### src/cbd_pkg.sv
// Shared constants, types and target codes for the console CPU bus decoder.
`timescale 1ns / 1ps
`default_nettype none

package cbd_pkg;

  // Default work RAM depth in bytes. It must be a power of two.
  localparam int RAM_DEPTH_DEF = 2048;

  // Address map boundaries and special register addresses.
  localparam logic [15:0] ADDR_PPU_BASE   = 16'h2000;
  localparam logic [15:0] ADDR_IO_BASE    = 16'h4000;
  localparam logic [15:0] ADDR_MAPLO_BASE = 16'h4018;
  localparam logic [15:0] ADDR_CART_BASE  = 16'h6000;
  localparam logic [15:0] ADDR_SPR_DMA    = 16'h4014;
  localparam logic [15:0] ADDR_PAD1       = 16'h4016;
  localparam logic [15:0] PPU_ADDR_MASK   = 16'hE007;

  // Length of the CPU stall that a sprite DMA write starts.
  localparam int DMA_STALL_CYCLES = 512;

  // Target codes.
  localparam logic [2:0] TGT_RAM   = 3'd0;
  localparam logic [2:0] TGT_PPU   = 3'd1;
  localparam logic [2:0] TGT_DMA   = 3'd2;
  localparam logic [2:0] TGT_APU   = 3'd3;
  localparam logic [2:0] TGT_PAD   = 3'd4;
  localparam logic [2:0] TGT_MAPLO = 3'd5;
  localparam logic [2:0] TGT_CART  = 3'd6;

  // Access kinds.
  localparam logic OP_READ  = 1'b0;
  localparam logic OP_WRITE = 1'b1;

  // Configuration register indexes.
  localparam logic CFG_PAD1_PRESENT = 1'b0;
  localparam logic CFG_PAD2_PRESENT = 1'b1;

  // Result of decoding one bus access.
  typedef struct packed {
    logic [2:0]  target;
    logic [15:0] target_address;
    logic        ram_access;
    logic        pad_access;
    logic        dma_start;
    logic        read_valid;
    logic [7:0]  local_data;
  } decode_t;

  // Request from the top level to the controller ports.
  typedef struct packed {
    logic valid;
    logic wr;
    logic port2;
    logic strobe_bit;
  } pad_req_t;

endpackage

`default_nettype wire

### src/cbd_decode.sv
// Address decoder: maps one CPU bus access onto its target unit.
`timescale 1ns / 1ps
`default_nettype none

module cbd_decode (
  input  wire logic            op,
  input  wire logic [15:0]     address,
  output cbd_pkg::decode_t     dec
);
  import cbd_pkg::*;

  logic wr;

  assign wr = (op == OP_WRITE);

  // Walk the address map from the bottom up.
  always_comb begin
    dec                = '0;
    dec.target_address = address;
    if (address < ADDR_PPU_BASE) begin
      dec.target     = TGT_RAM;
      dec.ram_access = 1'b1;
      dec.read_valid = !wr;
    end else if (address < ADDR_IO_BASE) begin
      dec.target         = TGT_PPU;
      dec.target_address = address & PPU_ADDR_MASK;
    end else if (address < ADDR_MAPLO_BASE) begin
      if (address == ADDR_SPR_DMA) begin
        dec.target    = TGT_DMA;
        dec.dma_start = wr;
      end else if (address < ADDR_PAD1) begin
        dec.target = TGT_APU;
      end else begin
        dec.target     = TGT_PAD;
        dec.pad_access = 1'b1;
        dec.read_valid = !wr;
      end
    end else if (address < ADDR_CART_BASE) begin
      // Open bus: the high address byte is left on the data lines.
      dec.target     = TGT_MAPLO;
      dec.read_valid = !wr;
      dec.local_data = wr ? 8'h00 : address[15:8];
    end else begin
      dec.target = TGT_CART;
    end
  end

endmodule

`default_nettype wire

### config.mk
export PLATFORM = sky130hd
export DESIGN_NAME = cbd_decode
export DESIGN_NICKNAME = d
export VERILOG_FILES = /design/src/cbd_pkg.sv /design/src/cbd_decode.sv
export SDC_FILE = /design/constraint.sdc
export NUM_CORES = 1
export LEC_CHECK = 0
export BUFFER_PORTS_ARGS = -buffer_cell sky130_fd_sc_hd__buf_2
export CAP_MARGIN = 30
export CORE_AREA = 4 4 41 43
export DETAILED_ROUTE_END_ITERATION = 12
export DIE_AREA = 0 0 45 47
export PLACE_DENSITY = 0.76
export SLEW_MARGIN = 0
export SYNTH_ARGS = -nofsm -noshare
export SYNTH_HDL_FRONTEND = slang
export SYNTH_SLANG_ARGS = --single-unit
export TNS_END_PERCENT = 20
### constraint.sdc
create_clock -name vclk -period 1.1
set_input_delay 0.22 -clock vclk [all_inputs]
set_output_delay 0.22 -clock vclk [all_outputs]
set_load 0.02 [all_outputs]
* After elaboration in Yosys (flattened, before gate mapping)
Index checks and enable logic that the tools add are counted.
Operators by class: add/sub/neg operators 0, multiply operators 0, div/mod/pow operators 0, order comparisons 5, equality and inequality tests 1, shifts and indexed selects 0, mux-type cells 23, bitwise operators 0, reduce and logical (&&, ||, !) cells 1
Operators by type and width (count):
- $lt A16 B15 Y1 const B | 4
- $mux W13 | 2
- $mux W8 | 3
- $eq A16 B15 Y1 const B | 1
- $lt A16 B14 Y1 const B | 1
- $mux W3 | 5
- $mux W11 | 1
- $mux W9 | 1
- $mux W1 | 8
- $mux W2 | 3
- $logic_not A1 Y1 | 1
Word-level totals: register bits after elaboration 0, bits in latches 0, bits in writable memories 0, ROM bits 0, bits of input ports 17, output and inout bits 31, logic and storage cells 30, memories kept 0

* Depth between registers and ports, before layout
word-level depth 6, mapped depth 4, depth with buffers taken out 4

* Worst setup path before layout
Ideal clock, no wire load.
path type in2out, start input address[10], end output dec[9] (netlist bit), arrival time 1301 ps, required time 880 ps, path slack -421 ps, cell stages on the path 3, path buffers 0, cell sequence nor4_2 -> nand2_1 -> nor4_1
RTL lines:
- start: declaration | line cbd_decode.sv:7 | input wire logic [15:0] address,
- end: declaration | line cbd_decode.sv:8 | output cbd_pkg::decode_t dec

==> metrics.txt <==
fin cells 117; Critical Path Start Type input pin; initial DRC count 4; final hold violation count 0; vias per inst 4.68; Avg Synthesized Cell Area 6.14 sq um; initial antenna violation count 0; worst min path class input pin to primary output; FF/Latch Area 0 sq um; core area 1300 sq um; fmax 670 MHz; residual DRC count 0; die area 2120 sq um; unrepaired setup endpoints after global routing yes; Max-Cap Viols 0; Post-Synthesis Cells 54; wire per inst 12.2 microns; DR vias 547; post-route setup slack -392 ps; most frequent cells in the layout buf_2 (29), buf_6 (15), buf_4 (12), nor2b_1 (10); status finished with violations; sequential-to-total area share from yosys stat 0%; hold buffers post-CTS 0; synthesized area 332 sq um; Cells after DPL 117; Yosys warnings 0; largest net degree at the start of global routing 8; Routed WL 1.43 mm; fin crit period 1490 ps; pwr dens 391 nW/um^2; nets 121; first-pass GRT wire length 2.14 mm; Starting Density 25.5%; area leader, netlist nor2b_1; post-route cell area 817 sq um; die height 47 microns; Final Util 62.8%; multi-input combinational cell area 375 sq um; All-Layer GR Usage 12.7%; Area growth, synth to finish 146%; Pre-antenna DRT Iters 2; Cell Area, Placed 656 sq um; most common cell after layout, fill and taps aside buf_2; # rows 13; io pins 48; CP endpoint kind primary output; GRT overflow 0; Worst Path Arrival 1270 ps; final sequential cell count 0; Port Buffers 46; Yosys cell types 21; vias in the first global route 516; Placer Congestion 0.757; fin crit share 136%; ant diodes 0; failing checks negative setup slack; CP required 880 ps; P_leak 0.000411 uW; die width 45 microns; Synth top area share 18.9%; Critical Path Fanout Max 2; remaining antenna violation count 0; peak supply drop 0.162 mV; synth top area cells nor2b_1 (19%), buf_4 (18%), and3_1 (11%), nor4_2 (7.5%), nand2_1 (5.7%); layout cell share with drive strength beyond 1 70.6%; fill count 111; final setup violation count 22; CP Class input pin to primary output; # clk buffers 0; Detail Placement HPWL 1.18 mm; max-slew violation count 0
## worst paths after layout
| path | from | cells past startpoint | endpoint |
|---|---|---|---|
| hold / removal | address[0] | 2 | dec[12] |
| setup / recovery | address[7] | 6 | dec[28] |
## worst max-delay path, cell delays in order
cell and delay, ps:
buf_8 100, nor4_4 310, nand2_2 140, o311ai_4 280, o21ai_2 90, buf_6 140
## power by group
part	internal, uW	leakage (uW)	switching [uW]	total, uW
clock network	0	0	0	0
registers	0	0	0	0
logic	144	0.000411	175	319
total	144	0.000411	175	319
## per-stage QoR
step / setup slack, ps / TNS (ps) / total power, uW / hold slack [ps]
4_1_cts: -409 / -4800 / 297 / 690
3_3_place_gp: -435 / -4610 / 269 / 687
5_1_grt: -461 / -6140 / 342 / 694
3_5_place_dp: -447 / -5000 / 274 / 690
6_report: -392 / -4670 / 319 / 689
2_1_floorplan: -160 / -1290 / 158 / 477
## synth_stat cells, drive strengths merged
cell	n
and2	1
and3	6
nor2	4
nor2b	10
buf	10
nor4b	1
o21ai	1
o311ai	1
nand2	5
nor3	2
nand4	1
inv	1
nor4	3
a21oi	2
conb	1
and2b	1
a21o	1
o21a	1
nand3	2
## per-layer routing
layer | track usage, % | wire length (microns) | share of wire, %
met5 | 0 | 0 | 0
met4 | 0 | 0 | 0
met3 | 0.383 | 96 | 6.7
met2 | 27.1 | 788 | 55
met1 | 14.6 | 542 | 38
## cell families (layout without fill, tap and decap cells)
group	Yosys count	after routing	synth area share, %
compound gates	6	6	12.1
other cells	1	2	1.13
simple gates	36	36	64.5
buf+inv	11	58	22.3
## final cells by class
cell class	count	area share, %
well taps	15	2.30
multi-input cells	44	45.9
inverters	1	0.459
repair buffers	57	51.3
## repair_timing
action | 4_1_cts | 5_1_grt
resized for setup | 23 | 20
pin swaps | 5 | 5
setup endpoints to repair | 22 | 22
setup buffers | 0 | 0
gates cloned | 0 | 0
No activity file was read; power rests on OpenSTA's default activity.
