### src/cbd_pkg.sv
// Shared constants, types and target codes for the console CPU bus decoder.
`timescale 1ns / 1ps
`default_nettype none

package cbd_pkg;

  // Default work RAM depth in bytes. It must be a power of two.
  localparam int RAM_DEPTH_DEF = 2048;

  // Address map boundaries and special register addresses.
  localparam logic [15:0] ADDR_PPU_BASE   = 16'h2000;
  localparam logic [15:0] ADDR_IO_BASE    = 16'h4000;
  localparam logic [15:0] ADDR_MAPLO_BASE = 16'h4018;
  localparam logic [15:0] ADDR_CART_BASE  = 16'h6000;
  localparam logic [15:0] ADDR_SPR_DMA    = 16'h4014;
  localparam logic [15:0] ADDR_PAD1       = 16'h4016;
  localparam logic [15:0] PPU_ADDR_MASK   = 16'hE007;

  // Length of the CPU stall that a sprite DMA write starts.
  localparam int DMA_STALL_CYCLES = 512;

  // Target codes.
  localparam logic [2:0] TGT_RAM   = 3'd0;
  localparam logic [2:0] TGT_PPU   = 3'd1;
  localparam logic [2:0] TGT_DMA   = 3'd2;
  localparam logic [2:0] TGT_APU   = 3'd3;
  localparam logic [2:0] TGT_PAD   = 3'd4;
  localparam logic [2:0] TGT_MAPLO = 3'd5;
  localparam logic [2:0] TGT_CART  = 3'd6;

  // Access kinds.
  localparam logic OP_READ  = 1'b0;
  localparam logic OP_WRITE = 1'b1;

  // Configuration register indexes.
  localparam logic CFG_PAD1_PRESENT = 1'b0;
  localparam logic CFG_PAD2_PRESENT = 1'b1;

  // Result of decoding one bus access.
  typedef struct packed {
    logic [2:0]  target;
    logic [15:0] target_address;
    logic        ram_access;
    logic        pad_access;
    logic        dma_start;
    logic        read_valid;
    logic [7:0]  local_data;
  } decode_t;

  // Request from the top level to the controller ports.
  typedef struct packed {
    logic valid;
    logic wr;
    logic port2;
    logic strobe_bit;
  } pad_req_t;

endpackage

`default_nettype wire

### src/cbd_pads.sv
// Controller ports: strobe flag and the two serial button shift registers.
`timescale 1ns / 1ps
`default_nettype none

module cbd_pads (
  input  wire logic              clk,
  input  wire logic              rst,
  input  wire cbd_pkg::pad_req_t req,
  input  wire logic [7:0]        pad1_buttons,
  input  wire logic [7:0]        pad2_buttons,
  input  wire logic              pad1_present,
  input  wire logic              pad2_present,
  output logic                   serial_bit
);
  import cbd_pkg::*;

  logic       strobe_flag;
  logic [7:0] pad1_shift;
  logic [7:0] pad2_shift;

  // Bit shown on a read is taken before the shift.
  assign serial_bit = req.port2 ? pad2_shift[0] : pad1_shift[0];

  // Strobe falls latch the buttons of present ports; reads shift the addressed port.
  always_ff @(posedge clk) begin
    if (rst) begin
      strobe_flag <= 1'b0;
      pad1_shift  <= 8'h00;
      pad2_shift  <= 8'h00;
    end else if (req.valid) begin
      if (req.wr) begin
        if (req.strobe_bit) begin
          strobe_flag <= 1'b1;
        end else if (strobe_flag) begin
          strobe_flag <= 1'b0;
          if (pad1_present) begin
            pad1_shift <= pad1_buttons;
          end
          if (pad2_present) begin
            pad2_shift <= pad2_buttons;
          end
        end
      end else if (req.port2) begin
        pad2_shift <= {1'b0, pad2_shift[7:1]};
      end else begin
        pad1_shift <= {1'b0, pad1_shift[7:1]};
      end
    end
  end

endmodule

`default_nettype wire

### config.mk
export PLATFORM = sky130hd
export DESIGN_NAME = cbd_pads
export DESIGN_NICKNAME = d
export VERILOG_FILES = /design/src/cbd_pkg.sv /design/src/cbd_pads.sv
export SDC_FILE = /design/constraint.sdc
export NUM_CORES = 1
export LEC_CHECK = 0
export BUFFER_PORTS_ARGS = -buffer_cell sky130_fd_sc_hd__clkbuf_2
export CORE_MARGIN = 5
export CORE_UTILIZATION = 45
export CTS_BUF_LIST = sky130_fd_sc_hd__clkbuf_8 sky130_fd_sc_hd__clkbuf_16
export DETAILED_ROUTE_END_ITERATION = 10
export GPL_TIMING_DRIVEN = 1
export PLACE_DENSITY = 0.78
export RECOVER_POWER = 25
export SLEW_MARGIN = 25
export SYNTH_ARGS = -nofsm -noshare
export SYNTH_HDL_FRONTEND = slang
export SYNTH_SLANG_ARGS = --single-unit
### constraint.sdc
create_clock -name clk -period 2.85 [get_ports clk]
set_clock_uncertainty 0.15 [all_clocks]
set_input_delay 0.285 -clock clk [delete_from_list [all_inputs] [get_ports clk]]
set_output_delay 0.285 -clock clk [all_outputs]
set_load 0.005 [all_outputs]
==> Yosys cells after proc, flatten, opt, wreduce, memory -nomap -nowiden <==
Index checks and enable logic that the tools add are counted.
{ "totals": {"register_bits": 17, "in_bits": 24, "wordCells": 24} }
{ "classes": {"eq_ne": 5, "n_mux": 12, "n_reduce_logical": 4} }
{ "op_table": {"columns": ["op", "count"], "rows": [
  ["8-bit two-way mux", 10],
  ["5-bit AND reduction", 2],
  ["2-bit by 1-bit != test with 1-bit output (second input constant)", 4],
  ["1-bit two-way mux", 2],
  ["2-bit != test (second input constant)", 1],
  ["2-bit AND reduction", 1],
  ["2-bit nonzero test", 1]
]} }

==> Logic depth before layout (Yosys ltp) <==
Gate-level depths: netlist (run 1).
{ "logic_depth": {"word_depth": 4, "ltp_mapped": 5} }

==> Least setup slack after synthesis (run 1) <==
Ideal clock, no wire load.
{ "synth_timing": {"path_kind": "in2reg", "startpoint": "input req[2] in the netlist's numbering", "endpoint": "register pad1_shift[5]", "setup_time_ps": 134, "t_arrival_ps": 1138, "slack_ps": 1428, "path_stages": 5, "n_path_buf": 2, "cell_sequence": "buf_6 > buf_6 > mux2_2 > a211oi_1 > a211oi_1"} }
{ "synth_between": {"elab_chain_cells": 2} }
{ "synth_lines": {"columns": ["item", "line_no", "rtl"], "rows": [
  ["from (decl)", "cbd_pads.sv:8", "input wire cbd_pkg::pad_req_t req,"],
  ["2-bit by 1-bit != test with 1-bit output (no source line) / 2-bit != test (equally long branches)", null, null],
  ["5-bit AND reduction (no source line)", null, null],
  ["to (signal assigned)", "cbd_pads.sv:37", "pad1_shift <= pad1_buttons;"],
  ["to (signal assigned)", "cbd_pads.sv:46", "pad1_shift <= {1'b0, pad1_shift[7:1]};"],
  ["to (decl)", "cbd_pads.sv:18", "logic [7:0] pad1_shift;"]
]} }
Several ways; a longest one is shown, not always the timed one.
A chain may end at the register's enable or synchronous reset.

==> Worst setup path in the final report (run 1) <==
{ "layout_timing": {"startpoint": "input req[2] in the netlist's numbering", "endpoint": "register pad2_shift[7]"} }
{ "layout_between": {"elab_chain_cells": 2} }
{ "layout_lines": {"columns": ["item", "line_no", "rtl"], "rows": [
  ["2-bit by 1-bit != test with 1-bit output (no source line) (tied with other cells)", null, null],
  ["5-bit AND reduction (no source line)", null, null],
  ["to (signal assigned)", "cbd_pads.sv:40", "pad2_shift <= pad2_buttons;"],
  ["to (signal assigned)", "cbd_pads.sv:44", "pad2_shift <= {1'b0, pad2_shift[7:1]};"],
  ["to (decl)", "cbd_pads.sv:19", "logic [7:0] pad2_shift;"]
]} }
Several ways; a longest one is shown, not always the timed one.

==> results of run 1 <==
[worst min path at each step]
| stage | from | end | slack [ps] | cells past startpoint |
|---|---|---|---|---|
| final | req[0] | strobe_flag$_SDFFE_PP0P_ | 150 | 3 |
| after global routing | req[0] | strobe_flag$_SDFFE_PP0P_ | 150 | 3 |
| after CTS | req[0] | strobe_flag$_SDFFE_PP0P_ | 150 | 3 |
| after detailed placement | pad2_shift[4]$_SDFFE_PP0P_ | pad2_shift[4]$_SDFFE_PP0P_ | 300 | 2 |
| after global placement | pad1_shift[4]$_SDFFE_PP0P_ | pad1_shift[4]$_SDFFE_PP0P_ | 290 | 2 |
| after floorplan | pad1_shift[1]$_SDFFE_PP0P_ | pad1_shift[1]$_SDFFE_PP0P_ | 280 | 2 |
[worst reg2reg max path, stage by stage, from the launching register on]
cell and delay [ps]:
dfxtp_1 440, nand4b_4 210, a21o_1 330, a211oi_1 250
[cells by family after synthesis]
family          after synthesis  synth area share (%)
compound gates               34                  25.9
buf+inv                      24                  12.2
flops                        17                  34.5
mux                          14                  16.0
simple gates                 14                  11.5
[cells in the final DEF, fill, tap and decap left out, types with 3 or more instances in the layout]
cell type	n
dfxtp_1	17
inv_1	16
a211oi_1	28
nand2_1	5
nand3_1	3
clkbuf_2	22
mux2_2	14
clkbuf_8	3
[per-stage QoR]
step / worst slack (ps) / area [µm²] / instances / util (%)
after detailed placement: 994 / 1090 / 148 / 50.6
after global placement: 1050 / 1090 / 148 / 50.6
final: 891 / 1130 / 152 / 52.6
after global routing: 657 / 1130 / 152 / 52.6
after floorplan: 1430 / 987 / 103 / -
after CTS: 1240 / 1130 / 152 / 52.7
[layout make-up]
type	instances	area, µm²
Clock inverter	1	5.00
Inverter	17	63.8
Clock buffer	3	41.3
Multi-Input combinational cell	62	527
Tap cell	28	35.0
Timing Repair Buffer	24	118
Fill cell	206	1020
Sequential cell	17	340
[state kept, by name (all words and copies together) (netlist names)]
| name | flops |
|---|---|
| pad2_shift | 8 |
| pad1_shift | 8 |
| strobe_flag | 1 |
[layer usage]
layer  part of all wire, %  vias to the layer above  track usage, %
li1                      -                      417               -
met1                    45                      387            17.6
met2                    49                       18            22.3
met3                   4.4                        4            2.30
met4                   1.8                        0            5.96
met5                     0                        -               0
[where the power goes]
part           total [mW]  leakage (nW)  switching (mW)  internal [mW]
registers           0.255         0.139         0.00610          0.249
logic              0.0796         0.293          0.0392         0.0404
clock network       0.181        0.0255          0.0836         0.0969
total               0.515         0.457           0.129          0.387
==> impl_results.rst, run 1 <==
.. list-table::
   :header-rows: 1

   * - Metric
     - Value
   * - Clk root buf
     - clkbuf_8
   * - Area of the core region
     - around 2100 µm²
   * - Worst slew slack as a fraction of its limit
     - between 20% and 30%
   * - Cell depth of the worst setup path
     - 4
   * - X dimension of the die
     - between 50 and 60 µm
   * - Detailed-route vias per instance
     - 5.43
   * - Setup_tns
     - 0 ps
   * - Pin count of the biggest net entering global routing
     - 21
   * - Wire length of the first global-routing pass
     - 3.57 mm
   * - Sinks on Clock Net
     - 17
   * - DR WL/cell
     - approximately 13 µm
   * - Top-level I/O count
     - 25
   * - Port Buffer Count
     - 24
   * - Clock transition time at the flip-flop clock pins of the worst setup and hold paths
     - 70 ps
   * - DRT iter0 DRCs
     - 9
   * - Worst Tran Pin Value
     - 1080 ps
   * - Most frequently used cell type in the post-synthesis netlist
     - a211oi_1
   * - Post-Syn Area
     - 987 µm²
   * - Antenna cell count
     - 0
   * - Arrival @ worst endpoint
     - roughly 2000 ps
   * - Yosys warning total
     - 0
   * - Cells taking the most area after synthesis
     - dfxtp_1 34%, a211oi_1 21%, mux2_2 16%
   * - Class of the worst hold path
     - input port to register
   * - Global route total overflow
     - 0
   * - Share of the synthesized area in the top cell type
     - 34.5%
   * - Final period utilization
     - between 60 and 70%
   * - Cells on worst reg2reg path
     - 3
   * - Post-layout min period
     - 1960 ps
   * - Nets@finish
     - 149
   * - Run status
     - finished clean
   * - Final setup violation count
     - 0
   * - CP max-delay cell
     - clkbuf_1
   * - Peak supply drop
     - 0.259 mV
   * - Number of synthesized flops with an enable pin
     - 0
   * - CTS tree
     - done
   * - Post-synthesis async set-or-reset flop share
     - 0%
   * - Reg-to-Reg End
     - pad1_shift[2]$_SDFFE_PP0P_
   * - Crit path capture type
     - register
   * - Avg Synthesized Cell Area
     - approximately 9.6 µm²
   * - Classification of the worst setup path
     - input port to register
   * - Part of the Yosys area used for sequential elements
     - roughly 34%
   * - Worst setup path endpoint
     - pad2_shift[7]$_SDFFE_PP0P_
   * - DRT antenna net count
     - 0
   * - Cell taking the most area after synthesis
     - dfxtp_1
   * - Number of buffers between clock root and the deepest sink
     - 2
   * - Cell Pwr Density
     - 456 nW/µm²
   * - Clock latency on the worst-skew pair
     - roughly 250 ps
   * - Tightest hold margin
     - 146 ps
   * - Placer congestion estimate
     - 0.766
   * - CTS buffer count
     - 3
   * - Critical path's top delay family
     - buffers and inverters
   * - Startpoint of the worst setup timing path
     - req[2]
   * - Setup slack, reg-to-reg
     - 1390 ps
   * - Static Leak
     - 0.457 nW
   * - Crit path largest cell delay
     - 780 ps
   * - Number of standard cells after synthesis
     - between 100 and 150
   * - Origin of the critical flop-to-flop path
     - strobe_flag$_SDFFE_PP0P_
   * - Final Hold Violating Endpoints
     - 0
   * - WP data required
     - around 2900 ps
   * - Half-perimeter wire length of the detailed placement result
     - between 1 and 1.5 mm
   * - Number of max-cap violations
     - 0
   * - Std-Cell Rows
     - 17
   * - DIE AREA
     - around 3200 µm²
   * - Initial core utilization
     - 46.0%
   * - Residual DRC count
     - 0
   * - Gr usage total
     - a little over an eighth
   * - Critical path launch point type
     - input port
   * - Count of vias placed by the detailed router
     - 826
   * - Post-CTS setup buffer count
     - 0
   * - Overall power consumption
     - between 500 and 600 µW
   * - Area growth from synthesis to layout
     - 14.4%
   * - 1st-pass router iterations
     - 4
   * - Max-slew violations
     - 0
   * - CP Cell Sequence
     - clkbuf_1, nand4b_4, or3_1, a31oi_1
   * - Primary FF master, synth
     - dfxtp_1
   * - RSZ-0062 raised after global routing
     - false
   * - # hold bufs at CTS
     - 0
   * - Bufs and invs on worst path
     - 1
   * - Vias in the first global route
     - approximately 800
   * - Number of levels the H-tree was split into
     - 1
   * - Number of flip-flops and latches in the synthesized netlist
     - 17
   * - Maximum operating frequency
     - 510 MHz
   * - Detailed-route wire length
     - 2.00 mm
   * - Top cells by instance count after synthesis
     - 28 x a211oi_1, 17 x dfxtp_1, 16 x inv_1, 14 x mux2_2, 5 x nand2_1
   * - Number of antenna violations at the first check in global routing
     - 0
   * - Y dimension of the die
     - ~57 µm
   * - Post-cts repair resize count
     - 0
   * - Synthesized Nets
     - 127
   * - Proportion of layout cells with a drive suffix above 1
     - 35.5%
   * - Number of different library cells in the post-synthesis netlist
     - 19
   * - CP max FO
     - 20
Note: power is estimated with default switching activity, not from simulation.
==> run 2, diff against run 1 <==
- PLACE_DENSITY: 0.78 -> 0.81
- clock period: 2.85 -> 1.79 ns (I/O delays scaled with it)
==> run 2 against run 1 <==
Against the previous run: design area up 2.1%; clock-buffer cell count unchanged; sequential power increased by 60%; utilization up 1.1 points; global-route usage fell by 0.11 points; cell count is 2.0% higher; worst hold slack got worse by 100 ps; combinational power increased by 68%; setup slack worse by 540 ps; sequential cell count stayed put; register-to-register slack got worse by 1000 ps; die area unchanged; largest power group unchanged; highest routed layer unchanged.
==> impl_results.rst, run 2 (synthesis gave the netlist of run 1 again) <==
.. list-table::
   :header-rows: 1

   * - Metric
     - Value
   * - 1st-pass router iterations
     - 4
   * - Post-CTS setup buffer count
     - 0
   * - Peak supply drop
     - 0.400 mV
   * - Crit path capture type
     - register
   * - Y dimension of the die
     - 56.8 µm
   * - Wire length of the first global-routing pass
     - 3.57 mm
   * - Bufs and invs on worst path
     - 0
   * - Clock transition time at the flip-flop clock pins of the worst setup and hold paths
     - 70 ps
   * - CTS buffer count
     - 3
   * - Total internal power
     - 618 µW
   * - Part of the total power dissipated in combinational logic
     - 16.3%
   * - Final setup violation count
     - 0
   * - Detailed-route wire length
     - roughly 2.1 mm
   * - # hold bufs at CTS
     - 0
   * - Critical path launch point type
     - register
   * - Residual DRC count
     - 0
   * - Placer congestion estimate
     - 0.705
   * - DRT iter0 DRCs
     - 19
   * - RSZ-0062 raised after global routing
     - false
   * - Cell Pwr Density
     - 711 nW/µm²
   * - Number of max-cap violations
     - 0
   * - CP Cell Sequence
     - nand4b_4, a21o_1, a211oi_1
   * - Met1 layer usage reported by global route
     - 16.7%
   * - Maximum operating frequency
     - 695 MHz
   * - Final period utilization
     - 80.4%
   * - GRT met2 Usage
     - 22.6%
   * - Arrival @ worst endpoint
     - around 1500 ps
   * - Number of buffers between clock root and the deepest sink
     - 2
   * - Most common library cell in the layout ignoring fill and taps
     - a211oi_1
   * - Proportion of layout cells with a drive suffix above 1
     - 37.8%
   * - DR WL/cell
     - 13.5 µm
   * - DIE AREA
     - 3230 µm²
   * - X dimension of the die
     - between 50 and 60 µm
   * - Pin count of the biggest net entering global routing
     - 18
   * - Clock latency on the worst-skew pair
     - 250 ps
   * - Top library cells by usage in the layout, fill and taps aside
     - 28 x a211oi_1, 24 x clkbuf_2, 17 x inv_1, 17 x dfxtp_1, 14 x mux2_2
   * - Layer carrying the most global-route usage
     - met2
   * - CTS tree
     - done
   * - Total cell area at the placement stage
     - 1110 µm²
   * - Worst Tran Pin Value
     - 354 ps
   * - Static Leak
     - between 0.4 and 0.5 nW
   * - Run status
     - finished clean
   * - Global route total overflow
     - 0
   * - Half-perimeter wire length of the detailed placement result
     - 1.57 mm
   * - Port Buffer Count
     - 24
   * - Crit path largest cell delay
     - 430 ps
   * - Share of power burned in the clock network
     - roughly 34%
   * - Setup_tns
     - 0 ps
   * - Classification of the worst setup path
     - register to register
   * - Max-slew violations
     - 0
   * - Worst slew slack as a fraction of its limit
     - 76.4%
   * - Antenna cell count
     - 0
   * - Initial core utilization
     - 46.0%
   * - Overall power consumption
     - 821 µW
   * - Detailed-route vias per instance
     - about 5.4
   * - Sinks on Clock Net
     - 17
   * - Sequential power share
     - 49.6%
   * - Number of levels the H-tree was split into
     - 1
   * - Class of the worst hold path
     - input port to register
   * - Leading registers by flop count
     - pad1_shift x8, pad2_shift x8, strobe_flag x1
   * - Area of the core region
     - 2150 µm²
   * - DRT antenna net count
     - 0
   * - Post-layout min period
     - 1440 ps
   * - Number of antenna violations at the first check in global routing
     - 0
   * - Nets@finish
     - around 150
   * - Area growth from synthesis to layout
     - 16.9%
   * - Routing usage on met3
     - under 10%
   * - Vias in the first global route
     - 850
   * - Final Hold Violating Endpoints
     - 0
   * - Count of fill cells added during filler insertion
     - 190
   * - Clk root buf
     - clkbuf_8
   * - Sequential cell area
     - 340 µm²
   * - Final non-filler cell area
     - 1150 µm²
   * - CP max FO
     - 10
   * - Switch share
     - 24.7%
   * - Top-level I/O count
     - 25
   * - Std-Cell Rows
     - 17
   * - WP data required
     - 1800 ps
   * - Critical path's top delay family
     - compound AO/OA/AOI/OAI gates
   * - Switching component of the power
     - 203 µW
   * - Gr usage total
     - a little over an eighth
   * - CP max-delay cell
     - dfxtp_1
   * - Post-cts repair resize count
     - 0
   * - Multi-input logic area
     - 527 µm²
   * - Count of vias placed by the detailed router
     - about 840
==> run 2: changes by cell type in the layout (fill, tap and decap cells not counted) <==
cell	previous run	this run
buf_4	0	3
clkbuf_1	2	0
clkbuf_2	22	24
clkinv_2	1	0
inv_1	16	17
==> run 2: final cells by class <==
type	instances	area share, %
clock buffers	3	3.58
clock inverters	1	0.325
inverters	17	5.53
multi-input cells	62	45.7
flip-flops and latches	17	29.5
well taps	28	3.04
repair buffers	27	12.4
==> run 2: per-stage QoR <==
stage / instances / setup WS (ps) / hold WS (ps) / util (%)
after floorplan: 103 / 474 / 177 / -
after global placement: 151 / 321 / 290 / 51.6
after detailed placement: 151 / 269 / 299 / 51.6
after CTS: 155 / 340 / 38.3 / 53.7
after global routing: 155 / 271 / 75.7 / 53.7
final: 155 / 351 / 42.7 / 53.7
==> run 2: power groups by stage <==
stage | clock network (mW) | logic [mW] | registers [mW]
2_1_floorplan | 0 | 0.0952 | 0.412
3_3_place_gp | 0 | 0.129 | 0.414
3_5_place_dp | 0 | 0.133 | 0.415
4_1_cts | 0.287 | 0.134 | 0.407
5_1_grt | 0.308 | 0.146 | 0.409
6_report | 0.280 | 0.134 | 0.407
==> run 2: tightest hold or removal path, cell delays in order <==
cell and delay (ps):
clkbuf_2 100, nand3_1 60, a21oi_1 50
==> run 2: final timing paths <==
check                             start                         end  slack, ps  depth (start not counted)
max            strobe_flag$_SDFFE_PP0P_  pad1_shift[6]$_SDFFE_PP0P_        350                          3
min                              req[0]    strobe_flag$_SDFFE_PP0P_         40                          3
max reg2reg    strobe_flag$_SDFFE_PP0P_  pad1_shift[6]$_SDFFE_PP0P_        350                          3
min reg2reg  pad2_shift[4]$_SDFFE_PP0P_  pad2_shift[4]$_SDFFE_PP0P_        310                          2
==> run 2: metal layers <==
metal | share of wire, % | vias to the layer above
met4 | 1.8 | 0
met3 | 3.9 | 4
li1 | - | 421
met2 | 49 | 22
met1 | 45 | 397
met5 | 0 | -
